[config.mk]
export PLATFORM = sky130hd
export DESIGN_NAME = rtf_code_stripper_flat
export DESIGN_NICKNAME = d
export VERILOG_FILES = /design/src/design/rtfs_pkg.sv /design/src/design/rtfs_if.sv /design/src/design/rtf_code_stripper.sv /design/src/flat_wrapper.sv
export VERILOG_INCLUDE_DIRS = /design/src /design/src/design
export SDC_FILE = /design/constraint.sdc
export NUM_CORES = 1
export LEC_CHECK = 0
export ABC_AREA = 1
export BUFFER_PORTS_ARGS = -buffer_cell sky130_fd_sc_hd__buf_4
export CAP_MARGIN = 30
export CORE_UTILIZATION = 66
export CTS_CLUSTER_SIZE = 10
export DETAILED_ROUTE_END_ITERATION = 10
export PLACE_DENSITY = 0.9
export SETUP_SLACK_MARGIN = 0.3
export SYNTH_ARGS = -nofsm -noshare
export SYNTH_HDL_FRONTEND = slang
export SYNTH_SLANG_ARGS = --single-unit
[constraint.sdc]
create_clock -name i_clk -period 7.4 [get_ports i_clk]
set_input_delay 0.74 -clock i_clk [delete_from_list [all_inputs] [get_ports i_clk]]
set_output_delay 0.74 -clock i_clk [all_outputs]
set_load 0.05 [all_outputs]
[src/design/assert_macros.svh]
// assertion helpers used by the rtl
`ifndef ASSERT_MACROS_SVH
`define ASSERT_MACROS_SVH

// same-cycle implication, masked during reset
`define ASSERT_IMPLIES(label, clk, rst_n, ante, cons) \
    label: assert property (@(posedge clk) disable iff (!(rst_n)) (ante) |-> (cons)) \
        else $error("assertion failed");

// next-cycle implication, masked during reset
`define ASSERT_NEXT(label, clk, rst_n, ante, cons) \
    label: assert property (@(posedge clk) disable iff (!(rst_n)) (ante) |=> (cons)) \
        else $error("assertion failed");

`endif

[src/design/rtfs_pkg.sv]
package rtfs_pkg;

    localparam int LENGTH_BITS_DEF = 16;
    localparam int OUT_LEN_W       = 16;

    // output queue
    localparam int FIFO_DEPTH = 4;
    localparam int FIFO_AW    = 2;
    localparam int FILL_W     = 3;

    localparam logic [7:0] CH_LBRACE = 8'h7B;
    localparam logic [7:0] CH_RBRACE = 8'h7D;
    localparam logic [7:0] CH_SPACE  = 8'h20;
    localparam logic [7:0] CH_SLASH  = 8'h5C;
    localparam logic [7:0] CH_T      = 8'h74;
    localparam logic [7:0] CH_A      = 8'h61;
    localparam logic [7:0] CH_B      = 8'h62;
    localparam logic [7:0] CH_NUL    = 8'h00;
    localparam logic [7:0] CH_HT     = 8'h09;
    localparam logic [7:0] CH_CR     = 8'h0D;

    // progress of the backslash-tab match window
    typedef enum logic [1:0] {
        MATCH_NONE,
        MATCH_SLASH,
        MATCH_T,
        MATCH_TA
    } t_match;

    typedef struct packed {
        logic [7:0]           out_char;
        logic                 last;
        logic [OUT_LEN_W-1:0] out_length;
    } t_result;

endpackage

[src/design/rtfs_if.sv]
interface rtfs_in_if;
    logic       valid;
    logic       ready;
    logic [7:0] in_char;
    logic       end_of_text;

    modport source (output valid, output in_char, output end_of_text, input ready);
    modport sink   (input valid, input in_char, input end_of_text, output ready);
endinterface

interface rtfs_out_if;
    logic        valid;
    logic        ready;
    logic [7:0]  out_char;
    logic        last;
    logic [15:0] out_length;

    modport source (output valid, output out_char, output last, output out_length,
                    input ready);
    modport sink   (input valid, input out_char, input last, input out_length,
                    output ready);
endinterface

[src/design/rtf_code_stripper.sv]
// a result is registered into the output queue and offered once earlier results drain
// throughput: one input byte per cycle while ready; a byte giving the prefix brace and
//   its character puts two results into the 4-entry output queue, which drains one
//   result per cycle while o_out.ready; input ready needs at least two free entries
// reset (synchronous, active low) clears all stream state, the queue and keep_prefix
`include "assert_macros.svh"

module rtf_code_stripper #(
    parameter int LENGTH_BITS = rtfs_pkg::LENGTH_BITS_DEF
) (
    input  logic          i_clk,
    input  logic          i_rst_n,
    input  logic          i_cfg_we,
    input  logic          i_cfg_wdata,
    rtfs_in_if.sink       i_in,
    rtfs_out_if.source    o_out
);

    localparam logic [LENGTH_BITS-1:0] CNT_MAX = {LENGTH_BITS{1'b1}};
    localparam logic [rtfs_pkg::FILL_W-1:0] FILL_LIMIT =
        rtfs_pkg::FILL_W'(rtfs_pkg::FIFO_DEPTH - 2);

    logic                 r_keep_prefix;
    logic                 r_in_brace,    n_in_brace;
    logic                 r_after_slash, n_after_slash;
    logic                 r_seen_first,  n_seen_first;
    logic                 r_prev_space,  n_prev_space;
    logic [LENGTH_BITS-1:0] r_count,     n_count;
    rtfs_pkg::t_match     r_match,       n_match;

    rtfs_pkg::t_result    r_fifo [rtfs_pkg::FIFO_DEPTH];
    logic [rtfs_pkg::FIFO_AW-1:0] r_wr_ptr, r_rd_ptr;
    logic [rtfs_pkg::FILL_W-1:0]  r_fill,   n_fill;

    rtfs_pkg::t_result    em [2];
    logic [1:0]           em_n;
    logic                 in_fire, out_fire;
    logic [LENGTH_BITS+15:0] cnt_ext;
    logic [15:0]          len16;

    assign in_fire  = i_in.valid && i_in.ready;
    assign out_fire = o_out.valid && o_out.ready;
    assign i_in.ready = (r_fill <= FILL_LIMIT);

    // clamp the running count to the 16-bit output field
    assign cnt_ext = {16'b0, r_count};
    assign len16   = (cnt_ext[LENGTH_BITS+15:16] != '0) ? 16'hFFFF : cnt_ext[15:0];

    always_comb begin
        logic       as, ib, sf, pv, white, do_start;
        logic [7:0] c;
        logic [LENGTH_BITS-1:0] cnt;
        logic       cv [2];
        logic [7:0] cc [2];

        c        = i_in.in_char;
        as       = r_after_slash;
        ib       = r_in_brace;
        sf       = r_seen_first;
        pv       = r_prev_space;
        cnt      = r_count;
        n_match  = r_match;
        do_start = 1'b0;
        cv[0]    = 1'b0;
        cv[1]    = 1'b0;
        cc[0]    = rtfs_pkg::CH_NUL;
        cc[1]    = rtfs_pkg::CH_NUL;
        em[0]    = '0;
        em[1]    = '0;
        em_n     = 2'd0;
        white    = (c == rtfs_pkg::CH_SPACE) || (c >= rtfs_pkg::CH_HT && c <= rtfs_pkg::CH_CR);

        if (in_fire && i_in.end_of_text) begin
            // a pending backslash resolves without output, so only the terminator leaves
            em[0]    = '{out_char: rtfs_pkg::CH_NUL, last: 1'b1, out_length: len16};
            em_n     = 2'd1;
            as       = 1'b0;
            ib       = 1'b0;
            sf       = 1'b0;
            pv       = 1'b0;
            cnt      = '0;
            n_match  = rtfs_pkg::MATCH_NONE;
        end else if (in_fire && c != rtfs_pkg::CH_NUL) begin
            unique case (r_match)
                rtfs_pkg::MATCH_NONE: do_start = 1'b1;
                rtfs_pkg::MATCH_SLASH: begin
                    if (c == rtfs_pkg::CH_T) n_match = rtfs_pkg::MATCH_T;
                    else do_start = 1'b1;
                end
                rtfs_pkg::MATCH_T: begin
                    if (c == rtfs_pkg::CH_A) n_match = rtfs_pkg::MATCH_TA;
                    else do_start = 1'b1;
                end
                rtfs_pkg::MATCH_TA: begin
                    if (c == rtfs_pkg::CH_B) begin
                        n_match = rtfs_pkg::MATCH_NONE;
                        cv[0]   = 1'b1;
                        cc[0]   = rtfs_pkg::CH_SPACE;
                        as      = 1'b1;
                    end else begin
                        do_start = 1'b1;
                    end
                end
                default: do_start = 1'b1;
            endcase

            // mismatch: held letters fall inside the now open control word
            if (do_start && r_match != rtfs_pkg::MATCH_NONE) begin
                as      = 1'b1;
                n_match = rtfs_pkg::MATCH_NONE;
            end

            if (do_start) begin
                if (c == rtfs_pkg::CH_SLASH) begin
                    n_match = rtfs_pkg::MATCH_SLASH;
                end else if (c == rtfs_pkg::CH_LBRACE) begin
                    ib = 1'b1;
                    as = 1'b0;
                end else if (c == rtfs_pkg::CH_RBRACE) begin
                    ib = 1'b0;
                    as = 1'b0;
                end else begin
                    if (white) as = 1'b0;
                    if (!(white && !sf) && !as && !ib) begin
                        if (!sf) begin
                            cv[0] = r_keep_prefix;
                            cc[0] = rtfs_pkg::CH_LBRACE;
                            sf    = 1'b1;
                        end
                        cv[1] = 1'b1;
                        cc[1] = c;
                    end
                end
            end

            // space collapsing and saturating count
            for (int i = 0; i < 2; i++) begin
                if (cv[i] && !(cc[i] == rtfs_pkg::CH_SPACE && pv)) begin
                    pv = (cc[i] == rtfs_pkg::CH_SPACE);
                    em[em_n[0]] = '{out_char: cc[i], last: 1'b0, out_length: 16'd0};
                    em_n = em_n + 2'd1;
                    if (cnt != CNT_MAX) cnt = cnt + 1'b1;
                end
            end
        end

        n_after_slash = as;
        n_in_brace    = ib;
        n_seen_first  = sf;
        n_prev_space  = pv;
        n_count       = cnt;
        n_fill        = r_fill + rtfs_pkg::FILL_W'(em_n) - rtfs_pkg::FILL_W'(out_fire);
    end

    always_ff @(posedge i_clk) begin
        if (!i_rst_n) begin
            r_keep_prefix <= 1'b0;
            r_in_brace    <= 1'b0;
            r_after_slash <= 1'b0;
            r_seen_first  <= 1'b0;
            r_prev_space  <= 1'b0;
            r_count       <= '0;
            r_match       <= rtfs_pkg::MATCH_NONE;
            r_wr_ptr      <= '0;
            r_rd_ptr      <= '0;
            r_fill        <= '0;
        end else begin
            if (i_cfg_we) r_keep_prefix <= i_cfg_wdata;
            r_in_brace    <= n_in_brace;
            r_after_slash <= n_after_slash;
            r_seen_first  <= n_seen_first;
            r_prev_space  <= n_prev_space;
            r_count       <= n_count;
            r_match       <= n_match;
            r_wr_ptr      <= r_wr_ptr + rtfs_pkg::FIFO_AW'(em_n);
            if (out_fire) r_rd_ptr <= r_rd_ptr + 1'b1;
            r_fill        <= n_fill;
        end
    end

    // queue payload, no reset
    always_ff @(posedge i_clk) begin
        if (em_n != 2'd0) r_fifo[r_wr_ptr] <= em[0];
        if (em_n == 2'd2) r_fifo[r_wr_ptr + 1'b1] <= em[1];
    end

    assign o_out.valid      = (r_fill != '0);
    assign o_out.out_char   = r_fifo[r_rd_ptr].out_char;
    assign o_out.last       = r_fifo[r_rd_ptr].last;
    assign o_out.out_length = r_fifo[r_rd_ptr].out_length;

    `ASSERT_IMPLIES(a_no_overflow, i_clk, i_rst_n, in_fire, r_fill <= FILL_LIMIT)
    `ASSERT_IMPLIES(a_term_char, i_clk, i_rst_n, o_out.valid && o_out.last,
                    o_out.out_char == rtfs_pkg::CH_NUL)
    `ASSERT_IMPLIES(a_len_only_last, i_clk, i_rst_n, o_out.valid && !o_out.last,
                    o_out.out_length == 16'd0)
    `ASSERT_NEXT(a_eot_clears, i_clk, i_rst_n, in_fire && i_in.end_of_text,
                 r_match == rtfs_pkg::MATCH_NONE && !r_seen_first && r_count == '0)

endmodule

[src/flat_wrapper.sv]
// flat-port wrapper written by rule: the top's interface ports become plain ports
module rtf_code_stripper_flat 
#(
    parameter int LENGTH_BITS = rtfs_pkg::LENGTH_BITS_DEF
)
  (i_clk, i_rst_n, i_cfg_we, i_cfg_wdata, i_in_valid, i_in_in_char, i_in_end_of_text, i_in_ready, o_out_valid, o_out_out_char, o_out_last, o_out_out_length, o_out_ready);
  rtfs_in_if i_in_i ();
  rtfs_out_if o_out_i ();
  input  logic i_clk;
  input  logic i_rst_n;
  input  logic i_cfg_we;
  input  logic i_cfg_wdata;
  input wire logic [$bits(i_in_i.valid)-1:0] i_in_valid;
  input wire logic [$bits(i_in_i.in_char)-1:0] i_in_in_char;
  input wire logic [$bits(i_in_i.end_of_text)-1:0] i_in_end_of_text;
  output wire logic [$bits(i_in_i.ready)-1:0] i_in_ready;
  output wire logic [$bits(o_out_i.valid)-1:0] o_out_valid;
  output wire logic [$bits(o_out_i.out_char)-1:0] o_out_out_char;
  output wire logic [$bits(o_out_i.last)-1:0] o_out_last;
  output wire logic [$bits(o_out_i.out_length)-1:0] o_out_out_length;
  input wire logic [$bits(o_out_i.ready)-1:0] o_out_ready;
  assign i_in_i.valid = i_in_valid;
  assign i_in_i.in_char = i_in_in_char;
  assign i_in_i.end_of_text = i_in_end_of_text;
  assign i_in_ready = i_in_i.ready;
  assign o_out_valid = o_out_i.valid;
  assign o_out_out_char = o_out_i.out_char;
  assign o_out_last = o_out_i.last;
  assign o_out_out_length = o_out_i.out_length;
  assign o_out_i.ready = o_out_ready;
  rtf_code_stripper #(.LENGTH_BITS(LENGTH_BITS)) u_core (.i_clk(i_clk), .i_rst_n(i_rst_n), .i_cfg_we(i_cfg_we), .i_cfg_wdata(i_cfg_wdata), .i_in(i_in_i), .o_out(o_out_i));
endmodule
==> reports/summary.log <==
qor: finish.n_fill_cell 794
qor: die.dieArea 11800 sq um
qor: die.chipWidth 109 um
qor: finish.layout-area-overhead-vs-synth 12.1%
qor: die.fp.dieH 109 um
qor: setup_path.worstSetupStartpointType primary input
qor: timing.max-slew-margin-rel 34.4%
qor: clock_tree.cts-resized-gates 0
qor: synth.synth-async-reset-ratio 0%
qor: routing.dr.first_iter.drc_count 709
qor: synth.post_synth_mux_area_share 0%
qor: setup_path.worstSetupStartpoint i_in_in_char[3]
qor: routing.drcViolationCount 0
qor: setup_path.timing.setup.critical_path_class in2reg
qor: global_route.grt_pass1_wl 29800 um
qor: synth.synth_seq_area_share 48.6%
qor: synth.dominantRegCellSynth edfxtp_1
qor: clock_tree.cts_tree done
qor: die.area_of_the_placeable_core 10900 sq um
qor: synth.syn_area_per_cell 7.78 sq um
qor: global_route.grt_antenna_before_repair 0
qor: routing.post_drt_wl_per_cell 16.2 um
qor: timing.tightest_slew 975 ps
qor: clock_tree.post_cts_hold_buffer_count 0
qor: clock_tree.postCtsSetupBuffers 0
qor: synth.synthXorXnorAreaFrac 1.05%
qor: run.drv_cap 0
qor: global_route.met1_track_demand_over_resource 43.4%
qor: setup_path.critPathRequiredTime 7500 ps
qor: synth.synth_cell_types 43
qor: worst_hold_path.min_path_type reg2reg
qor: clock_tree.clock_tree.buffer_depth 2
qor: placement.dp.final_hpwl 12600 um
qor: timing.timing.fmax 209 MHz
qor: power_and_ir_drop.worst_ir_drop_vdd 0.246 mV
qor: placement.port_buffers 41
qor: routing.antenna_violating_nets_post_route 0
qor: synth.yosys.area_share.adder 1.44%
qor: synth.synthesis.nets 986
qor: timing.unrepaired_setup_endpoints_after_global_routing false
qor: die.number_of_placement_rows 38
qor: finish.final_layout_size_suffix_gt1_share 13.2%
qor: clock_tree.clock-sinks 132
qor: timing.finalCritPeriodShare 64.7%
qor: run_status.run_status completed
qor: die.initial_core_util 68.5%
qor: placement.gp_congestion 0.945
qor: worst_hold_path.hold_path_startpoint u_core.r_rd_ptr[0]$_SDFFE_PN0P_
qor: synth.synth-compound-area-share 13.4%
qor: clock_tree.tritoncts.num_buffers 17
qor: routing.via_count 6697
qor: global_route.met2_usage 55.0%
qor: clock_tree.htree_num_levels 4
qor: global_route.via_count_of_the_first_global_routing_pass 6110
qor: die.top_level_ports 42
qor: global_route.globalRoute.busiestLayer met2
qor: synth.ys_seq_elements 132
qor: power_and_ir_drop.power_density 370 nW/um^2
qor: setup_path.worst_ep_arrival_time 4890 ps
qor: timing.timing_hold_violations_final 0
qor: global_route.grt_overflow 0
qor: clock_tree.clock_network_latency_to_the_later_pin_of_the_worst_skew_pair 420 ps
qor: finish.nets 1012
qor: timing.finClkSkew 6.46 ps
qor: synth.synth-edff-count 100
qor: synth.main_combinational_cell_family_by_area_after_synthesis simple AND/OR/NAND/NOR gates
qor: timing.finalMaxSlewViolations 0
qor: finish.post-route-util 76.8%
qor: routing.total_wirelength_of_the_detailed_routed_design 18500 um
qor: global_route.largest_net_degree_at_the_start_of_global_routing 71
qor: routing.mean_number_of_vias_per_cell 5.86
qor: synth.synthCells 963
qor: timing.timing.final.setup_violations 0
qor: clock_tree.clk_pin_slew_worst_paths 60 ps
qor: timing.hold-worst-slack 488 ps
qor: power_and_ir_drop.p_leak 0.00358 uW
qor: routing.drt_pass_1_iters 7
qor: setup_path.r2r-start u_core.r_match[1]$_SDFFE_PP0P_
qor: finish.antenna-diode-count 0
qor: synth.netlist_area 7490 sq um
qor: setup_path.critical_path.max_fanout 25
qor: timing.setup_tns 0 ps
qor: timing.final.min_clock_period 4790 ps
qor: global_route.grt_use_met3 6.93%
qor: setup_path.end_kind register
qor: synth.synth-simple-area-share 27.0%
qor: synth.synth.yosys.warnings 0
qor: clock_tree.clk_root_buffer_cell clkbuf_16
qor: global_route.overall_global_routing_usage 33.5%
==> layout by cell type (no fill, tap or decap), types with 14 or more instances in the layout <==
cell,count
nand4_1,14
dfxtp_1,32
o21ai_0,86
a21oi_1,51
edfxtp_1,100
nand3_1,54
clkbuf_16,17
nor2_1,186
buf_4,49
nand2_1,169
o22ai_1,25
inv_1,106
==> cells by family after synthesis <==
logic type | after synthesis
adders and majority gates | 8
and+or+nand+nor | 469
xor gates and xnor gates | 9
DFF | 132
buffers and inverters | 161
AOI/OAI and AO/OA | 184
==> worst max-delay path: stages <==
cell and delay [ps]:
buf_4 120, inv_2 90, nand2_1 90, nor2_1 150, nand2_1 90, nand2_2 100, nand3_1 90, nor2_2 100
nor2_2 60, nor2_4 110, nand3_4 210, nand2_1 140, nand2_2 80, a21oi_4 530, ha_1 360, inv_1 50
o21ai_0 160, inv_1 110, nand2_1 100, nor2_1 460, inv_1 230, o21ai_2 340, buf_4 370
==> cell type report <==
class / instances / area, sq um / area share (%)
multi-input combinational: 670 / 3230 / 38.5
timing repair buffer: 49 / 368 / 4.38
inverter: 119 / 447 / 5.32
clock inverter: 14 / 104 / 1.24
tap: 140 / 175 / 2.09
clock buffer: 18 / 429 / 5.11
sequential: 132 / 3640 / 43.4
==> synthesized netlist by cell type (2+ instances only) <==
cell type	number	area share (%)
a31oi_1	2	0.17
dfxtp_1	32	8.6
nor2_4	3	0.45
xor2_1	6	0.70
nand3_2	5	0.67
nor3_1	8	0.53
nor4_1	4	0.33
nor2_2	10	0.84
clkbuf_1	34	1.7
nand2_1	169	8.5
o21ai_1	4	0.27
o22ai_1	25	2.1
inv_1	106	5.3
or2_2	3	0.25
o21ai_0	91	6.1
nand4_1	14	1.2
ha_1	7	1.2
nand3_1	54	3.6
xnor2_1	3	0.35
edfxtp_1	100	40
a21oi_1	51	3.4
buf_6	2	0.30
buf_1	2	0.10
buf_2	3	0.20
nor2_1	186	9.3
inv_2	10	0.50
clkinv_1	3	0.15
nand2_2	8	0.67
a21oi_2	4	0.47
==> routing by layer <==
layer / wire [um] / vias up
li1: - / 3249
met1: 7480 / 3044
met2: 8850 / 341
met3: 1640 / 63
met4: 536 / 0
met5: 0 / -
==> path summary, 6_finish.rpt <==
path	depth (start not counted)	slack, ps	end
worst min-delay path	1	490	register
worst max register to register	19	2800	u_core.r_fifo[0][13]$_SDFFCE_PP0P_
worst max-delay path	23	2610	u_core.r_fifo[0][13]$_SDFFCE_PP0P_
worst min register to register	1	490	register
==> state kept, by name, indices dropped and copies added (netlist names), 2 cells and up, named ones only <==
signal           flops
u_core.len16        16
u_core.r_wr_ptr      2
u_core.r_fifo      100
u_core.r_fill        3
u_core.r_rd_ptr      2
u_core.r_match       2
==> where the power goes <==
part	leakage, uW	internal [uW]	total [uW]	switching [uW]
logic	0.00210	351	1310	960
registers	0.00122	972	1040	67.5
clock network	0.000257	430	753	323
==> through the flow <==
| step | setup slack [ps] | std cells | power, uW | instance area [sq um] |
|---|---|---|---|---|
| global placement | 2490 | 1110 | 2310 | 7860 |
| detailed placement | 2290 | 1110 | 2340 | 7860 |
| CTS | 2690 | 1142 | 3090 | 8400 |
| floorplan | 2160 | 963 | 1990 | 7490 |
| global route | 2190 | 1142 | 3270 | 8400 |
| finish | 2610 | 1142 | 3100 | 8400 |
Note: power is estimated with default switching activity, not from simulation.
